## src/rtl/core/smc_pkg.sv

```systemverilog
// Shared types and codes for the stack machine calculator
package smc_pkg;

    localparam int DATA_W    = 32;
    localparam int MODE_W    = 3;
    localparam int REG_IDX_W = 4;
    localparam int STATUS_W  = 2;

    // instruction codes
    localparam logic [MODE_W-1:0] MODE_PUSH_IMM = 3'd0;
    localparam logic [MODE_W-1:0] MODE_PUSH_REG = 3'd1;
    localparam logic [MODE_W-1:0] MODE_POP_REG  = 3'd2;
    localparam logic [MODE_W-1:0] MODE_ADD      = 3'd3;
    localparam logic [MODE_W-1:0] MODE_SUB      = 3'd4;
    localparam logic [MODE_W-1:0] MODE_MUL      = 3'd5;
    localparam logic [MODE_W-1:0] MODE_DIV      = 3'd6;
    localparam logic [MODE_W-1:0] MODE_PRINT    = 3'd7;

    // result status codes
    localparam logic [STATUS_W-1:0] STATUS_OK       = 2'd0;
    localparam logic [STATUS_W-1:0] STATUS_UNDER    = 2'd1;
    localparam logic [STATUS_W-1:0] STATUS_OVER     = 2'd2;
    localparam logic [STATUS_W-1:0] STATUS_DIV_ZERO = 2'd3;

    typedef struct packed {
        logic [MODE_W-1:0]        mode;
        logic [REG_IDX_W-1:0]     reg_index;
        logic signed [DATA_W-1:0] immediate;
    } smc_in_t;

    typedef struct packed {
        logic                     printed;
        logic signed [DATA_W-1:0] print_value;
        logic [STATUS_W-1:0]      status;
    } smc_out_t;

endpackage

```

## src/rtl/core/stack_machine_calculator_core.sv

```systemverilog
// Stack machine calculator core: operand stack memory, register file and sequencer
//
// One instruction is taken at a time and yields exactly one result transfer.
// Push, pop, print, add, sub and mul go from transfer to result through operand
// read from the stack memory, execute and write back, and result load; divide
// waits on the one-bit-per-cycle divider before its write back and result load.
// A finished result sits in an output register, so the next instruction is
// taken as soon as the result is loaded, even if it is not yet taken.
// The operand stack is a synchronous memory read at the top two entries; the
// register file is a memory with per-entry valid bits that make unwritten
// registers read as zero right after reset, with no clearing pass.
module stack_machine_calculator_core #(
    parameter int STACK_DEPTH = 64,
    parameter int REG_COUNT   = 16
) (
    input  logic              aclk,
    input  logic              aresetn,
    input  logic              s_valid,
    output logic              s_ready,
    input  smc_pkg::smc_in_t  s_data,
    output logic              m_valid,
    input  logic              m_ready,
    output smc_pkg::smc_out_t m_data
);
    import smc_pkg::*;

    localparam int SAW = $clog2(STACK_DEPTH);
    localparam int SPW = $clog2(STACK_DEPTH + 1);
    localparam int RAW = (REG_COUNT > 1) ? $clog2(REG_COUNT) : 1;
    localparam int RIX = RAW + REG_IDX_W;
    localparam logic [SPW-1:0] SP_FULL = SPW'(STACK_DEPTH);

    typedef enum logic [3:0] {
        ST_IDLE = 4'b0001,
        ST_EXEC = 4'b0010,
        ST_DIV  = 4'b0100,
        ST_RESP = 4'b1000
    } state_t;

    state_t            state_reg, state_next;
    logic [SPW-1:0]    sp_reg, sp_next;
    smc_in_t           op_reg;
    smc_out_t          res_reg, res_next;
    logic              m_valid_reg;
    smc_out_t          m_data_reg;
    logic [REG_COUNT-1:0] reg_valid_reg;

    logic [DATA_W-1:0] stack_mem [STACK_DEPTH];
    logic [DATA_W-1:0] reg_mem [REG_COUNT];
    logic [DATA_W-1:0] top_q;
    logic [DATA_W-1:0] sec_q;
    logic [DATA_W-1:0] reg_q;
    logic              reg_valid_q;

    logic              accept;
    logic              out_free;
    logic [SPW-1:0]    sp_m1;
    logic [SPW-1:0]    sp_m2;
    logic [RIX-1:0]    in_ri_ext;
    logic [RIX-1:0]    op_ri_ext;
    logic              ri_ok;
    logic [DATA_W-1:0] reg_val;
    logic [DATA_W-1:0] arith_val;
    logic [DATA_W-1:0] mul_lo;

    logic              stack_we;
    logic [SAW-1:0]    stack_waddr;
    logic [DATA_W-1:0] stack_wdata;
    logic              reg_we;

    logic              div_start;
    logic              div_done;
    logic [DATA_W-1:0] div_q;

    assign accept   = s_valid && s_ready;
    assign s_ready  = (state_reg == ST_IDLE);
    assign out_free = !m_valid_reg || m_ready;
    assign sp_m1    = sp_reg - SPW'(1);
    assign sp_m2    = sp_reg - SPW'(2);

    assign in_ri_ext = {RAW'(0), s_data.reg_index};
    assign op_ri_ext = {RAW'(0), op_reg.reg_index};
    assign ri_ok     = op_ri_ext < RIX'(REG_COUNT);
    assign reg_val   = (ri_ok && reg_valid_q) ? reg_q : '0;
    assign mul_lo    = sec_q * top_q;

    // operand stack memory, top two entries read on transfer
    always_ff @(posedge aclk) begin
        if (stack_we) begin
            stack_mem[stack_waddr] <= stack_wdata;
        end
        if (accept) begin
            top_q <= stack_mem[sp_m1[SAW-1:0]];
            sec_q <= stack_mem[sp_m2[SAW-1:0]];
        end
    end

    // register file memory
    always_ff @(posedge aclk) begin
        if (reg_we) begin
            reg_mem[op_ri_ext[RAW-1:0]] <= top_q;
        end
        if (accept) begin
            reg_q <= reg_mem[in_ri_ext[RAW-1:0]];
        end
    end

    // register valid bits, cleared at reset so registers read as zero
    always_ff @(posedge aclk) begin
        if (!aresetn) begin
            reg_valid_reg <= '0;
            reg_valid_q   <= 1'b0;
        end else begin
            if (reg_we) begin
                reg_valid_reg[op_ri_ext[RAW-1:0]] <= 1'b1;
            end
            if (accept) begin
                reg_valid_q <= reg_valid_reg[in_ri_ext[RAW-1:0]];
            end
        end
    end

    // add, sub and mul of second (s) and top (t)
    always_comb begin
        case (op_reg.mode)
            MODE_ADD: arith_val = sec_q + top_q;
            MODE_SUB: arith_val = sec_q - top_q;
            default:  arith_val = mul_lo;
        endcase
    end

    // sequencer
    always_comb begin
        state_next  = state_reg;
        sp_next     = sp_reg;
        res_next    = res_reg;
        stack_we    = 1'b0;
        stack_waddr = sp_m2[SAW-1:0];
        stack_wdata = arith_val;
        reg_we      = 1'b0;
        div_start   = 1'b0;
        unique case (state_reg)
            ST_IDLE: begin
                if (accept) begin
                    state_next = ST_EXEC;
                end
            end
            ST_EXEC: begin
                res_next   = '0;
                state_next = ST_RESP;
                unique case (op_reg.mode) inside
                    MODE_PUSH_IMM, MODE_PUSH_REG: begin
                        if (sp_reg == SP_FULL) begin
                            res_next.status = STATUS_OVER;
                        end else begin
                            stack_we    = 1'b1;
                            stack_waddr = sp_reg[SAW-1:0];
                            stack_wdata = (op_reg.mode == MODE_PUSH_REG) ? reg_val
                                                                         : op_reg.immediate;
                            sp_next     = sp_reg + SPW'(1);
                        end
                    end
                    MODE_POP_REG, MODE_PRINT: begin
                        if (sp_reg == '0) begin
                            res_next.status = STATUS_UNDER;
                        end else begin
                            sp_next = sp_m1;
                            if (op_reg.mode == MODE_PRINT) begin
                                res_next.printed     = 1'b1;
                                res_next.print_value = top_q;
                            end else begin
                                reg_we = ri_ok;
                            end
                        end
                    end
                    default: begin
                        if (sp_reg < SPW'(2)) begin
                            res_next.status = STATUS_UNDER;
                        end else if (op_reg.mode == MODE_DIV) begin
                            if (top_q == '0) begin
                                res_next.status = STATUS_DIV_ZERO;
                            end else begin
                                div_start  = 1'b1;
                                state_next = ST_DIV;
                            end
                        end else begin
                            stack_we = 1'b1;
                            sp_next  = sp_m1;
                        end
                    end
                endcase
            end
            ST_DIV: begin
                if (div_done) begin
                    stack_we    = 1'b1;
                    stack_wdata = div_q;
                    sp_next     = sp_m1;
                    state_next  = ST_RESP;
                end
            end
            ST_RESP: begin
                if (out_free) begin
                    state_next = ST_IDLE;
                end
            end
            default: begin
                state_next = ST_IDLE;
            end
        endcase
    end

    // control registers
    always_ff @(posedge aclk) begin
        if (!aresetn) begin
            state_reg   <= ST_IDLE;
            sp_reg      <= '0;
            m_valid_reg <= 1'b0;
        end else begin
            state_reg <= state_next;
            sp_reg    <= sp_next;
            if (state_reg == ST_RESP && out_free) begin
                m_valid_reg <= 1'b1;
            end else if (m_ready) begin
                m_valid_reg <= 1'b0;
            end
        end
    end

    // payload registers
    always_ff @(posedge aclk) begin
        res_reg <= res_next;
        if (accept) begin
            op_reg <= s_data;
        end
        if (state_reg == ST_RESP && out_free) begin
            m_data_reg <= res_reg;
        end
    end

    smc_div u_div (
        .aclk     (aclk),
        .aresetn  (aresetn),
        .start    (div_start),
        .dividend (sec_q),
        .divisor  (top_q),
        .done     (div_done),
        .quotient (div_q)
    );

    assign m_valid = m_valid_reg;
    assign m_data  = m_data_reg;

    // checks
    a_sp_bound: assert property (@(posedge aclk) disable iff (!aresetn)
        sp_reg <= SP_FULL)
        else $error("stack pointer beyond stack depth");
    a_div_state: assert property (@(posedge aclk) disable iff (!aresetn)
        div_done |-> state_reg == ST_DIV)
        else $error("divider finished outside divide state");
    a_print_zero: assert property (@(posedge aclk) disable iff (!aresetn)
        m_valid_reg && !m_data_reg.printed |-> m_data_reg.print_value == '0)
        else $error("print value nonzero on non-print result");
    a_print_ok: assert property (@(posedge aclk) disable iff (!aresetn)
        m_valid_reg && m_data_reg.printed |-> m_data_reg.status == STATUS_OK)
        else $error("print flagged with error status");

endmodule

```

## src/rtl/core/smc_div.sv

```systemverilog
// Iterative 32-bit signed divider, one quotient bit per cycle, truncating toward zero
module smc_div (
    input  logic                      aclk,
    input  logic                      aresetn,
    input  logic                      start,
    input  logic [smc_pkg::DATA_W-1:0] dividend,
    input  logic [smc_pkg::DATA_W-1:0] divisor,
    output logic                      done,
    output logic [smc_pkg::DATA_W-1:0] quotient
);
    import smc_pkg::*;

    localparam int CNT_W = $clog2(DATA_W + 1);

    logic             busy_reg;
    logic             done_reg;
    logic [CNT_W-1:0] cnt_reg;
    logic             neg_reg;
    logic [DATA_W-1:0] rem_reg;
    logic [DATA_W-1:0] quo_reg;
    logic [DATA_W-1:0] den_reg;

    logic [DATA_W:0]   shifted;
    logic [DATA_W:0]   diff;
    logic              fits;
    logic [DATA_W-1:0] num_mag;
    logic [DATA_W-1:0] den_mag;

    // magnitudes of the operands
    assign num_mag = dividend[DATA_W-1] ? (DATA_W'(0) - dividend) : dividend;
    assign den_mag = divisor[DATA_W-1] ? (DATA_W'(0) - divisor) : divisor;

    // one restoring step
    assign shifted = {rem_reg, quo_reg[DATA_W-1]};
    assign diff    = shifted - {1'b0, den_reg};
    assign fits    = ~diff[DATA_W];

    // control
    always_ff @(posedge aclk) begin
        if (!aresetn) begin
            busy_reg <= 1'b0;
            done_reg <= 1'b0;
            cnt_reg  <= '0;
        end else begin
            done_reg <= 1'b0;
            if (start) begin
                busy_reg <= 1'b1;
                cnt_reg  <= CNT_W'(DATA_W);
            end else if (busy_reg) begin
                if (cnt_reg != '0) begin
                    cnt_reg <= cnt_reg - CNT_W'(1);
                end else begin
                    busy_reg <= 1'b0;
                    done_reg <= 1'b1;
                end
            end
        end
    end

    // datapath
    always_ff @(posedge aclk) begin
        if (start) begin
            neg_reg <= dividend[DATA_W-1] ^ divisor[DATA_W-1];
            rem_reg <= '0;
            quo_reg <= num_mag;
            den_reg <= den_mag;
        end else if (busy_reg) begin
            if (cnt_reg != '0) begin
                rem_reg <= fits ? diff[DATA_W-1:0] : shifted[DATA_W-1:0];
                quo_reg <= {quo_reg[DATA_W-2:0], fits};
            end else if (neg_reg) begin
                quo_reg <= DATA_W'(0) - quo_reg;
            end
        end
    end

    assign done     = done_reg;
    assign quotient = quo_reg;

    // checks
    a_no_restart: assert property (@(posedge aclk) disable iff (!aresetn)
        !(start && busy_reg))
        else $error("divider started while busy");
    a_start_busy: assert property (@(posedge aclk) disable iff (!aresetn)
        start |=> busy_reg)
        else $error("divider did not go busy after start");
    a_done_idle: assert property (@(posedge aclk) disable iff (!aresetn)
        done_reg |-> !busy_reg)
        else $error("divider done while still busy");

endmodule
```

## config.mk

```make
export PLATFORM = sky130hd
export DESIGN_NAME = stack_machine_calculator_core
export DESIGN_NICKNAME = d
export VERILOG_FILES = /design/src/rtl/core/smc_pkg.sv /design/src/rtl/core/stack_machine_calculator_core.sv /design/src/rtl/core/smc_div.sv
export SDC_FILE = /design/constraint.sdc
export NUM_CORES = 2
export LEC_CHECK = 0
export BUFFER_PORTS_ARGS = -buffer_cell sky130_fd_sc_hd__buf_2
export CAP_MARGIN = 20
export CORE_MARGIN = 4
export CORE_UTILIZATION = 30
export CTS_BUF_LIST = sky130_fd_sc_hd__clkbuf_16
export CTS_CLUSTER_SIZE = 16
export DETAILED_ROUTE_END_ITERATION = 16
export GPL_TIMING_DRIVEN = 0
export PLACE_DENSITY = 0.5
export SETUP_SLACK_MARGIN = 0.4
export SYNTH_ARGS = -nofsm -noshare
export SYNTH_HDL_FRONTEND = slang
export SYNTH_SLANG_ARGS = --single-unit
export TNS_END_PERCENT = 20
```

## constraint.sdc

```tcl
create_clock -name aclk -period 12.6 [get_ports aclk]
set_input_delay 0 -clock aclk [delete_from_list [all_inputs] [get_ports aclk]]
set_output_delay 0 -clock aclk [all_outputs]
set_load 0.005 [all_outputs]
```

After elaboration in Yosys (flattened, before gate mapping)

Memory sizes are Yosys's and may differ from the RTL's. A register that Yosys moved wholly into a read port is not among the register bits.
Index checks and enable logic that the tools add are counted.

Register bits after elaboration: 243
Bits in writable memories: 2560
Input bits: 43
Output and inout bits: 37
Word-level logic and storage cells: 164
Memories: 2

Add/sub/neg operators: 10
Multipliers: 1
Order comparisons: 5
Equal/unequal tests: 18
Multiplexer cells: 71
Bitwise operators: 7
Reduce and logical (&&, ||, !) cells: 27

Memories:

| memory    | depth | bits a word | read ports | clocked after Yosys merged registers in | wr ports | RTL line                            | text |
|---|---|---|---|---|---|---|---|
| stack_mem | 64    | 32          | 2          | 2                                       | 1        | stack_machine_calculator_core.sv:48 | `logic [DATA_W-1:0] stack_mem [STACK_DEPTH];` |
| reg_mem   | 16    | 32          | 1          | 1                                       | 1        | stack_machine_calculator_core.sv:49 | `logic [DATA_W-1:0] reg_mem [REG_COUNT];` |

Operators by type and width:

| operator                                           | count |
|---|---|
| 2-to-1 mux 32 bit                                  | 11 |
| one-hot mux 32 bit (2 select lines)                | 2 |
| subtractor 1 x 32 -> 32 bit, first input constant  | 3 |
| 2-to-1 mux 6 bit                                   | 6 |
| 2-to-1 mux 7 bit                                   | 5 |
| 2-to-1 mux 33 bit                                  | 1 |
| subtractor 33 x 32 -> 33 bit                       | 1 |
| adder 32 bit                                       | 1 |
| zero test 32 bit                                   | 1 |
| multiplier 32 x 32 -> 32 bit                       | 1 |
| subtractor 32 bit                                  | 1 |
| 2-to-1 mux 31 bit                                  | 1 |
| 2-to-1 mux 4 bit                                   | 7 |
| one-hot mux 7 bit (2 select lines)                 | 2 |
| 2-to-1 mux 1 bit                                   | 26 |
| OR 16 bit                                          | 1 |
| one-hot mux 4 bit (4 select lines)                 | 1 |
| < comparator 4 x 5 -> 1 bit, second input constant | 3 |
| equality test 3 bit, second input constant         | 3 |
| 2-to-1 mux 2 bit                                   | 4 |
| != test 4 bit, second input constant               | 2 |
| nonzero test 2 bit                                 | 4 |
| OR reduction 2 bit                                 | 4 |
| adder 7 x 1 -> 7 bit, second input constant        | 1 |
| 33 further kinds                                   | 47 |

Longest topological paths before layout

Depth in word-level cells: 8
Depth in mapped cells: 28
Depth with buffers taken out: 26

By module

Synthesis repeated with hierarchy kept, for this count alone.

Cells, all modules: 8190
Area total of the unflattened synthesis: 147507.7 um^2

By module, submodules not included:

| module                        | instances | cells each | area an instance (um^2) | sequential area each (um^2) |
|---|---|---|---|---|
| stack_machine_calculator_core | 1         | 7271       | 139682.7                | 83610.2 |
| smc_div                       | 1         | 919        | 7825.0                  | 2752.6 |

Worst setup path before layout

Ideal clock, no wire load.

Kind: register -> register
Start: reg top_q[7], read port of stack_mem
End: mem stack_mem[0][30] (data pin)
Setup time: 0.702 ns
Arrival time: 9.439 ns
Required time: 11.898 ns
Setup slack: 2.459 ns
Stages on the path, launching flop included: 27
Path buffers: 2
Clock period less this slack: 10.141 ns
Cell sequence: edfxtp_1 > clkbuf_1 > clkbuf_1 > and2_1 > fa_1 > fa_1 > fa_1 > inv_1 > fa_1 > inv_1 > fa_1 > inv_1 > fa_1 > inv_1 > fa_1 > fa_1 > ha_1 > a21o_1 > a21o_1 > a21o_1 > a21oi_1 > o21ai_0 > a41oi_1 > o21bai_1 > a41oi_1 > xor2_1 > o21ai_0

Cells in the longest elaborated chain, start to end: 5

RTL lines:

| element                                              | RTL line                             | text |
|---|---|---|
| start, declared                                      | stack_machine_calculator_core.sv:50  | `logic [DATA_W-1:0] top_q;` |
| multiplier 32 x 32 -> 32 bit (tied with other cells) | stack_machine_calculator_core.sv:85  | `assign mul_lo = sec_q * top_q;` |
| one-hot mux 32 bit (2 select lines) *                | stack_machine_calculator_core.sv:125 | `case (op_reg.mode)` |
| 2-to-1 mux 32 bit                                    | stack_machine_calculator_core.sv:153 | `if (sp_reg == SP_FULL) begin` |
| 2-to-1 mux 32 bit                                    | stack_machine_calculator_core.sv:151 | `unique case (op_reg.mode) inside` |
| one-hot mux 32 bit (2 select lines) *                | stack_machine_calculator_core.sv:142 | `unique case (state_reg)` |
| via stack_wdata[30]                                  | stack_machine_calculator_core.sv:68  | `logic [DATA_W-1:0] stack_wdata;` |
| end, declared                                        | stack_machine_calculator_core.sv:48  |  |

Mark *: on every way through the listed nets, which the timed path passes. The rest lies on a longest branch.

Final worst setup path

Start: reg top_q[2], read port of stack_mem
End: mem stack_mem[19][31] (data pin)

The elaborated chain is that of the path after synthesis.

==> results.yml <==
run_status:
  status: "complete, no violations"
layout:
  layout_common_cells: "edfxtp_1 (2,830), mux4_2 (1,499), inv_1 (527)"
  fin_nets: 9722
  stdcell_count: 15900
  final_util: 0.358
  layout_commonest_cell: "edfxtp_1"
  drive_above_1_share: 0.287
  syn_to_final_growth_pct: 18.9
  largest_reg_flops: 2048
floorplan:
  std_cell_rows: 257
  dieHeight_um: 709
  num_io_pins: 80
  dieArea_um2: 503000
  start_util: 0.301
  core-area_um2: 490000
  fp.dieW_um: 709
setup_path:
  worst-endpoint-arrival_ns: 11.61
  regToRegSetupSlack_ns: 1.69
  cp-end-kind: "flop"
  crit_path_start_kind: "flop"
  required_ns: 13.31
  worstPathMaxFanout: 48
  path_class: "reg -> reg"
sta:
  hold_violations: 0
  fin_skew_ns: 0.113
  fin_crit_ns: 10.91
  fmaxAchievable_ghz: 0.0917
  rsz0062_at_grt: "no"
  timing.setup.tns_ns: 0
  drv_slew: 0
  worstMarginPinSlew_ns: 1.33
  setup_viol: 0
  slew-limit-headroom: 0.110
  finalCritPeriodShare: 0.866
global_routing:
  grt.overflow.total: 0
  track_usage: 0.235
  grt_pass1_wl_mm: 802
  grt_max_degree: 71
  antenna_found_initial: 57
  grt_pass1_vias: 90900
drt:
  routed_wirelength_mm: 600
  wl_per_cell_um: 37.8
  vias: 91600
  dr.pass1.iters: 6
  ant_nets: 0
  drc: 0
  route.detailed.vias_per_inst: 5.77
  drt_iter0_drc: 14200
clocking:
  cts_num_sinks: 2899
  insertion_delay_ns: 0.99
  cts_hold_buf: 84
  cts-root-buf: "clkbuf_16"
  post_cts_buffers: 0
  cts_resized: 0
  cts_buffers: 328
  htreeDepth: 5
  clkTransAtPathRegs_ns: 0.06
  cts_tree: "yes"
  clk_path_buf_depth: 4
logic_synthesis:
  yosysWarningCount: 0
  syn_avg_cell_area_um2: 18.0
  synth_ff_type: "edfxtp_1"
  syn_inst: 8204
  synth.distinct_cells: 75
  synth_edf_count: 2830
  synth-async-reset-ratio: 0
  syn_nets: 8853
  synth_top_area_cell: "edfxtp_1"
  yosysSeqAreaShare: 0.585
  synth_seq_cells: 2899
  yosys-top-cells-area: "edfxtp_1 (58%), mux4_2 (23%), fa_1 (5.6%)"
  syn_area_um2: 148000
  yosysTopAreaCellShare: 0.576
job:
  drv_cap: 0
worst_hold_path:
  hp-class: "in -> reg"
place:
  dp_cells: 15100
  gp_congestion: 0.917
  hpwlAfterDp_mm: 451
  io_buffers: 79
## worst max-delay path: stages (launching register included)
cell and delay, ns:
edfxtp_1 0.84, clkbuf_1 0.94, clkbuf_1 0.84, and2_1 0.28
fa_1 0.40, inv_1 0.11, fa_1 0.44, fa_1 0.50
fa_1 0.55, inv_1 0.05, fa_1 0.45, ha_1 0.30
fa_1 0.51, fa_1 0.43, ha_1 0.38, nand3_1 0.12
o21ai_0 0.76, nor3b_1 0.12, a21oi_1 0.31, a41oi_1 0.35
o21ai_0 0.62, xnor2_1 0.30, a31oi_1 0.20, o21ai_4 0.57
buf_12 0.30
## area by class of cell
type / count / area, um^2
antenna: 43 / 108
buffer: 560 / 2290
clock buffer: 335 / 8380
clock inverter: 262 / 2090
fill: 45700 / 315000
inverter: 454 / 1700
multi-input combinational: 4291 / 58300
sequential: 2899 / 86400
tap: 6475 / 8100
timing repair buffer: 539 / 8180
## Yosys cell counts (all sizes together), types with 57 or more instances
cell type / n
clkbuf: 411
xnor2: 144
nand3: 93
fa: 410
xor2: 96
edfxtp: 2830
ha: 196
inv: 453
mux4: 1499
o21ai: 158
o21a: 57
nor2: 191
buf: 149
nand2: 413
dfxtp: 69
and2: 353
a21oi: 147
## worst paths after layout
check | endpoint | startpoint | cells past startpoint
worst max-delay path | stack_mem[19][31] | top_q[2] | 24
worst min-delay path | state_reg[3] | m_ready | 5
worst max register to register | stack_mem[19][31] | top_q[2] | 24
worst min register to register | m_data[19] | res_reg[19] | 0
## per-stage QoR
stage	hold WS [ns]	worst slack, ns	instance area, um^2
after floorplan	0.0989	2.46	148000
after global placement	0.181	-4.91	156000
after detailed placement	0.181	1.51	164000
after CTS	0.0420	1.50	175000
after global routing	0.132	1.60	175000
final	0.106	1.69	176000
## kinds of logic (layout without fill, tap and decap cells)
logic type | Yosys count | count (layout) | synth area share
AOI/OAI and AO/OA | 635 | 635 | 0.0281
xor gates and xnor gates | 240 | 240 | 0.0144
adders and majority gates | 606 | 606 | 0.0722
buffers and inverters | 1014 | 2150 | 0.0262
DFF | 2899 | 2899 | 0.585
muxes | 1533 | 1533 | 0.231
other | 0 | 43 | 0
and+or+nand+nor | 1277 | 1277 | 0.0430
## layer usage
| metal | wire length, um | share of wire | global-route usage |
|---|---|---|---|
| met1 | 232000 | 0.39 | 0.314 |
| met2 | 264000 | 0.44 | 0.351 |
| met3 | 67300 | 0.11 | 0.0649 |
| met4 | 35700 | 0.059 | 0.115 |
| met5 | 599 | 0.0010 | 0.00490 |
Power is left out: the tool's default activity adds up to more than one toggle a clock period on the data nets, which glitch-free logic cannot reach.
